--- config.mk ---
export PLATFORM = sky130hd
export DESIGN_NAME = lfu_cache_with_expiry
export DESIGN_NICKNAME = d
export VERILOG_FILES = /design/src/rtl/lfuc_pkg.sv /design/src/rtl/lfu_cache_with_expiry.sv /design/src/rtl/lfuc_store.sv /design/src/rtl/lfuc_scan.sv
export SDC_FILE = /design/constraint.sdc
export NUM_CORES = 2
export LEC_CHECK = 0
export BUFFER_PORTS_ARGS = -buffer_cell sky130_fd_sc_hd__buf_2
export CAP_MARGIN = 40
export CORE_MARGIN = 4
export CORE_UTILIZATION = 35
export CTS_BUF_LIST = sky130_fd_sc_hd__clkbuf_4 sky130_fd_sc_hd__clkbuf_8
export CTS_CLUSTER_DIAMETER = 60
export CTS_CLUSTER_SIZE = 28
export DETAILED_ROUTE_END_ITERATION = 8
export PLACE_DENSITY = 0.52
export SLEW_MARGIN = 0
export SYNTH_ARGS = -nofsm -noshare
export SYNTH_HDL_FRONTEND = slang
export SYNTH_SLANG_ARGS = --single-unit
export TNS_END_PERCENT = 30
--- constraint.sdc ---
create_clock -name clk -period 30.9 [get_ports clk]
set_input_delay 3.09 -clock clk [delete_from_list [all_inputs] [get_ports clk]]
set_output_delay 3.09 -clock clk [all_outputs]
set_load 0.03 [all_outputs]
--- src/rtl/lfuc_pkg.sv ---
// Shared types and constants for the expiring LFU cache.
package lfuc_pkg;

  localparam int KEY_W   = 32;
  localparam int VAL_W   = 32;
  localparam int FREQ_W  = 32;
  localparam int TTL_W   = 32;
  localparam int CAP_W   = 5;
  localparam int CNT_W   = 5;
  localparam int CFG_W   = 32;
  localparam int CFG_IDX_W = 1;

  localparam logic [CFG_IDX_W-1:0] REG_CAPACITY = 1'd0;
  localparam logic [CFG_IDX_W-1:0] REG_TTL      = 1'd1;

  localparam logic       REQ_GET = 1'b0;
  localparam logic       REQ_PUT = 1'b1;

  localparam logic [CAP_W-1:0] CAPACITY_RESET = 5'd16;
  localparam logic [CNT_W-1:0] CNT_MAX        = 5'd31;

  typedef struct packed {
    logic             req_type;
    logic [KEY_W-1:0] key;
    logic [VAL_W-1:0] put_value;
  } req_t;

  typedef struct packed {
    logic             hit;
    logic [VAL_W-1:0] read_value;
    logic             evicted;
    logic [CNT_W-1:0] expired_count;
  } rsp_t;

  typedef struct packed {
    logic             found;
    logic             have_min;
    logic             have_free;
    logic [CNT_W-1:0] expired;
  } scan_flags_t;

endpackage

--- src/rtl/lfu_cache_with_expiry.sv ---
// Top level: expiring LFU cache with LRU tie-break, sequencer and result register.
//
//  channel | signals                   | direction | content
//  --------+---------------------------+-----------+--------------------------------
//  req     | req_valid req_ready req   | in        | req_type, key, put_value
//  rsp     | rsp_valid rsp_ready rsp   | out       | hit, read_value, evicted, expired_count
//  cfg     | cfg_we cfg_index cfg_data | in        | 0 capacity, 1 ttl
//
//  Each item: accept, a scan of every entry through one compare unit (one entry read
//  per cycle, registered memory read), one update write, then a load of the result
//  register. No new item is taken until the block is back in idle. Synchronous reset
//  clears all valid bits, the step counter and the control flops, and sets capacity
//  to 16 and ttl to all ones. A result held by rsp_ready low stalls the block in S_FIN.
module lfu_cache_with_expiry import lfuc_pkg::*; #(
  parameter int ENTRIES   = 16,
  parameter int TIME_BITS = 32
) (
  input  logic                 clk,
  input  logic                 rst,
  input  logic                 req_valid,
  output logic                 req_ready,
  input  req_t                 req,
  output logic                 rsp_valid,
  input  logic                 rsp_ready,
  output rsp_t                 rsp,
  input  logic                 cfg_we,
  input  logic [CFG_IDX_W-1:0] cfg_index,
  input  logic [CFG_W-1:0]     cfg_data
);

  localparam int IW = (ENTRIES > 1) ? $clog2(ENTRIES) : 1;
  localparam int UW = $clog2(ENTRIES + 1);
  localparam int LW = (UW > CAP_W) ? UW : CAP_W;
  localparam logic [IW-1:0] LAST = IW'(ENTRIES - 1);

  localparam logic [1:0] S_IDLE = 2'd0;
  localparam logic [1:0] S_SCAN = 2'd1;
  localparam logic [1:0] S_UPD  = 2'd2;
  localparam logic [1:0] S_FIN  = 2'd3;

  logic [1:0]           state;
  logic [IW-1:0]        cnt;
  logic                 issued;
  logic                 live;
  logic [IW-1:0]        scan_idx;
  logic [TIME_BITS-1:0] step;
  logic [CAP_W-1:0]     capacity;
  logic [TTL_W-1:0]     ttl;
  req_t                 cur;
  rsp_t                 res;

  logic [KEY_W-1:0]     rd_key;
  logic [VAL_W-1:0]     rd_value;
  logic [FREQ_W-1:0]    rd_freq;
  logic [TIME_BITS-1:0] rd_stamp;
  logic [ENTRIES-1:0]   vld;

  logic                 wr_en;
  logic [IW-1:0]        wr_addr;
  logic [VAL_W-1:0]     wr_value;
  logic [FREQ_W-1:0]    wr_freq;
  logic                 vld_clr;
  logic [IW-1:0]        vld_clr_idx;
  logic                 vld_set;

  logic                 expire;
  scan_flags_t          flags;
  logic [UW-1:0]        used;
  logic [IW-1:0]        found_idx;
  logic [FREQ_W-1:0]    found_freq;
  logic [VAL_W-1:0]     found_value;
  logic [IW-1:0]        min_idx;
  logic [IW-1:0]        free_idx;

  logic [LW-1:0]        limit;
  logic                 is_put;
  logic                 do_evict;
  logic                 accept;

  assign req_ready = (state == S_IDLE);
  assign accept    = req_valid && req_ready;
  assign is_put    = (cur.req_type == REQ_PUT);

  always_comb begin
    if (capacity == '0) begin
      limit = LW'(1);
    end else if (LW'(capacity) > LW'(ENTRIES)) begin
      limit = LW'(ENTRIES);
    end else begin
      limit = LW'(capacity);
    end
    do_evict = is_put && !flags.found && flags.have_min && (LW'(used) >= limit);

    wr_en       = 1'b0;
    wr_addr     = found_idx;
    wr_value    = is_put ? cur.put_value : found_value;
    wr_freq     = (found_freq == '1) ? found_freq : found_freq + 1'b1;
    vld_clr     = expire;
    vld_clr_idx = scan_idx;
    vld_set     = 1'b0;
    if (state == S_UPD) begin
      if (flags.found) begin
        wr_en = 1'b1;
      end else if (is_put) begin
        wr_en   = 1'b1;
        vld_set = 1'b1;
        wr_freq = FREQ_W'(1);
        wr_addr = (do_evict && (!flags.have_free || min_idx < free_idx)) ? min_idx : free_idx;
        if (do_evict) begin
          vld_clr     = 1'b1;
          vld_clr_idx = min_idx;
        end
      end
    end
  end

  always_ff @(posedge clk) begin
    if (rst) begin
      state     <= S_IDLE;
      cnt       <= '0;
      issued    <= 1'b0;
      live      <= 1'b0;
      step      <= '0;
      capacity  <= CAPACITY_RESET;
      ttl       <= '1;
      rsp_valid <= 1'b0;
    end else begin
      if (cfg_we) begin
        unique case (cfg_index)
          REG_CAPACITY: capacity <= cfg_data[CAP_W-1:0];
          REG_TTL:      ttl      <= cfg_data[TTL_W-1:0];
          default: ;
        endcase
      end
      if (state == S_FIN && (!rsp_valid || rsp_ready)) begin
        rsp_valid <= 1'b1;
      end else if (rsp_ready) begin
        rsp_valid <= 1'b0;
      end
      live <= (state == S_SCAN) && !issued;
      unique case (state)
        S_IDLE: begin
          if (accept) begin
            cur    <= req;
            cnt    <= '0;
            issued <= 1'b0;
            state  <= S_SCAN;
          end
        end
        S_SCAN: begin
          if (!issued) begin
            scan_idx <= cnt;
            cnt      <= cnt + 1'b1;
            if (cnt == LAST) issued <= 1'b1;
          end
          if (live && scan_idx == LAST) state <= S_UPD;
        end
        S_UPD: begin
          step              <= step + 1'b1;
          res.hit           <= !is_put && flags.found;
          res.read_value    <= (!is_put && flags.found) ? found_value : '0;
          res.evicted       <= do_evict;
          res.expired_count <= flags.expired;
          state             <= S_FIN;
        end
        S_FIN: begin
          if (!rsp_valid || rsp_ready) begin
            rsp   <= res;
            state <= S_IDLE;
          end
        end
        default: state <= S_IDLE;
      endcase
    end
  end

  lfuc_store #(
    .ENTRIES   (ENTRIES),
    .TIME_BITS (TIME_BITS)
  ) u_store (
    .clk         (clk),
    .rst         (rst),
    .rd_addr     (cnt),
    .rd_key      (rd_key),
    .rd_value    (rd_value),
    .rd_freq     (rd_freq),
    .rd_stamp    (rd_stamp),
    .wr_en       (wr_en),
    .wr_addr     (wr_addr),
    .wr_key      (cur.key),
    .wr_value    (wr_value),
    .wr_freq     (wr_freq),
    .wr_stamp    (step),
    .vld_clr     (vld_clr),
    .vld_clr_idx (vld_clr_idx),
    .vld_set     (vld_set),
    .vld_set_idx (wr_addr),
    .vld         (vld)
  );

  lfuc_scan #(
    .ENTRIES   (ENTRIES),
    .TIME_BITS (TIME_BITS)
  ) u_scan (
    .clk         (clk),
    .rst         (rst),
    .start       (accept),
    .live        (live),
    .idx         (scan_idx),
    .e_valid     (vld[scan_idx]),
    .e_key       (rd_key),
    .e_value     (rd_value),
    .e_freq      (rd_freq),
    .e_stamp     (rd_stamp),
    .now         (step),
    .ttl         (ttl),
    .req_key     (cur.key),
    .expire      (expire),
    .flags       (flags),
    .used        (used),
    .found_idx   (found_idx),
    .found_freq  (found_freq),
    .found_value (found_value),
    .min_idx     (min_idx),
    .free_idx    (free_idx)
  );

endmodule

--- src/rtl/lfuc_store.sv ---
// Entry storage: key/value/frequency/stamp memories and valid flops.
module lfuc_store import lfuc_pkg::*; #(
  parameter int ENTRIES   = 16,
  parameter int TIME_BITS = 32,
  localparam int IW = (ENTRIES > 1) ? $clog2(ENTRIES) : 1
) (
  input  logic                 clk,
  input  logic                 rst,
  input  logic [IW-1:0]        rd_addr,
  output logic [KEY_W-1:0]     rd_key,
  output logic [VAL_W-1:0]     rd_value,
  output logic [FREQ_W-1:0]    rd_freq,
  output logic [TIME_BITS-1:0] rd_stamp,
  input  logic                 wr_en,
  input  logic [IW-1:0]        wr_addr,
  input  logic [KEY_W-1:0]     wr_key,
  input  logic [VAL_W-1:0]     wr_value,
  input  logic [FREQ_W-1:0]    wr_freq,
  input  logic [TIME_BITS-1:0] wr_stamp,
  input  logic                 vld_clr,
  input  logic [IW-1:0]        vld_clr_idx,
  input  logic                 vld_set,
  input  logic [IW-1:0]        vld_set_idx,
  output logic [ENTRIES-1:0]   vld
);

  logic [KEY_W-1:0]     key_mem   [ENTRIES];
  logic [VAL_W-1:0]     value_mem [ENTRIES];
  logic [FREQ_W-1:0]    freq_mem  [ENTRIES];
  logic [TIME_BITS-1:0] stamp_mem [ENTRIES];
  logic [ENTRIES-1:0]   vld_next;

  always_ff @(posedge clk) begin
    if (wr_en) begin
      key_mem[wr_addr]   <= wr_key;
      value_mem[wr_addr] <= wr_value;
      freq_mem[wr_addr]  <= wr_freq;
      stamp_mem[wr_addr] <= wr_stamp;
    end
    rd_key   <= key_mem[rd_addr];
    rd_value <= value_mem[rd_addr];
    rd_freq  <= freq_mem[rd_addr];
    rd_stamp <= stamp_mem[rd_addr];
  end

  // set wins over clear on the same entry
  always_comb begin
    vld_next = vld;
    if (vld_clr) vld_next[vld_clr_idx] = 1'b0;
    if (vld_set) vld_next[vld_set_idx] = 1'b1;
  end

  always_ff @(posedge clk) begin
    if (rst) begin
      vld <= '0;
    end else begin
      vld <= vld_next;
    end
  end

endmodule

--- src/rtl/lfuc_scan.sv ---
// Per-entry compare unit: expiry, key match, LFU/LRU minimum and free slot.
module lfuc_scan import lfuc_pkg::*; #(
  parameter int ENTRIES   = 16,
  parameter int TIME_BITS = 32,
  localparam int IW = (ENTRIES > 1) ? $clog2(ENTRIES) : 1,
  localparam int UW = $clog2(ENTRIES + 1),
  localparam int CW = (TIME_BITS > TTL_W) ? TIME_BITS : TTL_W
) (
  input  logic                 clk,
  input  logic                 rst,
  input  logic                 start,
  input  logic                 live,
  input  logic [IW-1:0]        idx,
  input  logic                 e_valid,
  input  logic [KEY_W-1:0]     e_key,
  input  logic [VAL_W-1:0]     e_value,
  input  logic [FREQ_W-1:0]    e_freq,
  input  logic [TIME_BITS-1:0] e_stamp,
  input  logic [TIME_BITS-1:0] now,
  input  logic [TTL_W-1:0]     ttl,
  input  logic [KEY_W-1:0]     req_key,
  output logic                 expire,
  output scan_flags_t          flags,
  output logic [UW-1:0]        used,
  output logic [IW-1:0]        found_idx,
  output logic [FREQ_W-1:0]    found_freq,
  output logic [VAL_W-1:0]     found_value,
  output logic [IW-1:0]        min_idx,
  output logic [IW-1:0]        free_idx
);

  logic [TIME_BITS-1:0] age;
  logic                 alive;
  logic                 less;
  logic [FREQ_W-1:0]    min_freq;
  logic [TIME_BITS-1:0] min_stamp;

  always_comb begin
    age    = now - e_stamp;
    expire = live && e_valid && (CW'(age) > CW'(ttl));
    alive  = e_valid && !expire;
    less   = !flags.have_min || (e_freq < min_freq) ||
             ((e_freq == min_freq) && (e_stamp < min_stamp));
  end

  always_ff @(posedge clk) begin
    if (rst || start) begin
      flags <= '0;
      used  <= '0;
    end else if (live) begin
      if (expire && flags.expired != CNT_MAX) flags.expired <= flags.expired + 1'b1;
      if (alive) begin
        used <= used + 1'b1;
        if (!flags.found && e_key == req_key) begin
          flags.found <= 1'b1;
          found_idx   <= idx;
          found_freq  <= e_freq;
          found_value <= e_value;
        end
        if (less) begin
          flags.have_min <= 1'b1;
          min_idx        <= idx;
          min_freq       <= e_freq;
          min_stamp      <= e_stamp;
        end
      end else if (!flags.have_free) begin
        flags.have_free <= 1'b1;
        free_idx        <= idx;
      end
    end
  end

endmodule

==> flow_summary.yaml <==
outcome:
  status: "completed"
synthesis:
  synth.net_count: 4945
  synth-seq-cells: 2570
  synth_edf_count: 2335
  ys_seq_area_frac: 0.759
  async_flop_share: 0
  netlist_instances: 4697
  synth-simple-area-share: 0.0282
  yosys-top-cells-area: "edfxtp_1 (71%), mux4_2 (15%), dfxtp_1 (4.8%), ha_1 (1.8%), xor2_1 (0.65%)"
  synth_top_family_by_area: "multiplexers"
  synth-compound-area-share: 0.0183
  yosys_warnings: 0
  yosysTopAreaCell: "edfxtp_1"
  synthFlopType: "edfxtp_1"
  synth_top_area_frac: 0.711
  synthMuxAreaShare: 0.152
  synth.distinct_cells: 76
  syn_area_um2: 98600
  synth.avg_cell_area_um2: 21.0
  synthXorXnorAreaFrac: 0.0102
  yosys.area_share.adder: 0.0185
drt:
  drt_iter0_markers: 4049
  dr.pass1.iters: 6
  drc: 0
  vias: 46254
  wire_per_inst_um: 26.9
  via_per_inst: 5.21
  ant_nets: 0
  wl_um: 239000
clock_tree:
  cts_resized: 0
  clk-insertion-delay-late_ps: 1050
  cts_buffers: 192
  cts-hold-fix-buffers: 0
  clk_pin_slew_worst_paths_ps: 140
  root_buffer: "clkbuf_8"
  clkSinkCount: 2570
  htreeDepth: 4
  postCtsSetupBuffers: 0
  clockBufferDepth: 4
  cts_tree: "built"
timing:
  grt_setup_unrepaired: "false"
  finalWorstPathRequiredPeriod_ps: 7420
  clock_skew_ps: 163
  fin_hold_ws_ps: 379
  fmax_mhz: 135
  worst_pin_slew_ps: 996
  finalCritPeriodShare: 0.240
  slew_violations: 0
  finalHoldViolCount: 0
  maxSlewHeadroom: 0.336
  finalSetupViolCount: 0
  fin_tns_setup_ps: 0
critical_path:
  worstSetupPathType: "reg2reg"
  startpoint_type: "register"
  arrival_ps: 7990
  cp_max_fo: 45
  endpoint_kind: "register"
  cp.required_ps: 31470
floorplan:
  rows: 194
  die_x_um: 539
  die_y_um: 539
  pin_count: 144
  dieArea_um2: 290000
  core_area_um2: 280000
  start_util: 0.352
global_route:
  grt.total_usage: 0.162
  grt-ovfl-total: 0
  antenna_found_initial: 8
  grt_first_pass_wirelength_um: 348000
  grt_max_degree: 97
  grt_pass1_vias: 48154
power_and_ir_drop:
  power.switching_uw: 1810
  power_density_nw_per_um2: 63.7
  ir_worst_vdd_uv: 44.1
  intPower_uw: 5210
  switching_share: 0.258
  seqPwrFrac: 0.572
  power.total_uw: 7020
  leakage_uw: 0.0348
  pwr-share-comb: 0.126
  p_clk_frac: 0.301
finish:
  multi_input_area_um2: 22600
  regArea_um2: 74800
  num-fill-cells: 24919
  fin_cells: 8883
  synthToLayoutAreaGrowth_pct: 11.8
  nets: 5250
  drive_above_1_share: 0.265
place:
  globalplace.congestion: 0.792
  dpl.cell_count: 8529
  port_buffers: 143
  dp_hpwl_um: 132000
flow_run:
  max_cap_viol_count: 0
min_path:
  hp-class: "reg2reg"
==> power groups by stage <==
stage | Combinational (uW) | Clock, uW | Sequential (uW)
floorplan | 651 | 0 | 4070
global placement | 871 | 0 | 4100
detailed placement | 912 | 0 | 4100
CTS | 915 | 2190 | 4020
global route | 968 | 2330 | 4040
finish | 888 | 2110 | 4020
==> worst paths after layout <==
check                                          start                     end  slack (ps)  cells past startpoint
worst max-delay path                         step[1]    u_scan.found_freq[7]       23480                     19
worst min-delay path            u_store.rd_value[23]  u_scan.found_value[23]         380                      0
worst max register to register               step[1]    u_scan.found_freq[7]       23480                     19
worst min register to register  u_store.rd_value[23]  u_scan.found_value[23]         380                      0
==> cell families (layout without fill, tap and decap cells) <==
group                    count (synthesis)  count (layout)
AO/OA/AOI/OAI                          259             259
XOR/XNOR                               115             115
adder cells (fa/ha/maj)                145             145
buffers and inverters                  353             812
flip-flops                            2570            2570
multiplexers                           693             693
other                                    0               3
AND/OR/NAND/NOR                        562             562
==> registers in the layout, indices dropped and copies added (netlist names), 39 cells and up <==
signal and flops:
u_store.key_mem 512, u_store.value_mem 512, cur 64, rsp 39, res 39, u_store.stamp_mem 512
u_store.freq_mem 512
==> metal layers <==
layer | routed length (um) | global-route usage | share of wire | vias to the layer above
met2 | 117000 | 0.270 | 0.49 | 1078
met5 | 23 | 0 | 0.000096 | -
met3 | 10200 | 0.0207 | 0.043 | 262
met4 | 3930 | 0.0278 | 0.016 | 4
met1 | 107000 | 0.230 | 0.45 | 25141
li1 | - | - | - | 19769
==> stage by stage <==
| stage | area, um^2 | utilization | setup WS, ps |
|---|---|---|---|
| floorplan | 98600 | - | 18690 |
| global placement | 104000 | 0.372 | 23580 |
| detailed placement | 105000 | 0.377 | 23580 |
| CTS | 110000 | 0.394 | 23500 |
| global route | 110000 | 0.394 | 23040 |
| finish | 110000 | 0.394 | 23480 |
==> layout by cell type (no fill, tap or decap), types with 17 or more instances in the layout <==
master    synthesis  layout
a21o_1           38      38
a21oi_1          74      74
and2_1           43      43
buf_12            0      20
buf_16            0      30
buf_2             4     145
buf_4             1     102
clkbuf_8          0     199
clkinv_8          0      22
dfxtp_1         235     231
edfxtp_1       2335    2335
ha_1            144     144
inv_1           164     164
inv_6             0      23
mux2_2           33      33
mux4_2          644     644
nand2_1         124     124
nand3_1         103     103
nand4_1          37      37
nor2_1          140     123
nor2_4            0      17
nor3_1           19      18
o21ai_0          31      31
xnor2_1          42      42
xor2_1           73      73
==> cells in the mapped netlist, types with 14 or more instances <==
cell,n
mux4_2,644
nand3_1,103
clkbuf_1,149
nand2_1,124
mux2i_1,16
nor3_1,19
buf_1,34
a221o_1,14
or3_1,16
xnor2_1,42
ha_1,144
a21o_1,38
xor2_1,73
o21ai_0,31
nand4_1,37
nor2_1,140
edfxtp_1,2335
a21oi_1,74
dfxtp_1,235
mux2_2,33
and2_1,43
inv_1,164
==> layout make-up <==
type	count	area share
flip-flops and latches	2570	0.679
multi-input cells	1774	0.205
well taps	3724	0.0423
clock buffers	212	0.0257
repair buffers	299	0.0249
clock inverters	136	0.0173
inverters	165	0.00562
diodes	3	0.0000681
==> worst max-delay path, cell delays in order, from the launching register on <==
cell and delay [ps]:
dfxtp_1 830, ha_1 350, nor2b_1 150, o2111ai_1 250, a31o_1 260, o31ai_2 90, buf_4 180, a2111oi_2 500
o31ai_1 290, or4b_1 540, nand3_1 100, ha_1 140, and4_1 220, nand4_1 290, nor4_2 800, a21o_1 140
nand2_1 60, o21ai_2 320, and3_4 670, buf_4 730
Note: power is estimated with default switching activity, not from simulation.
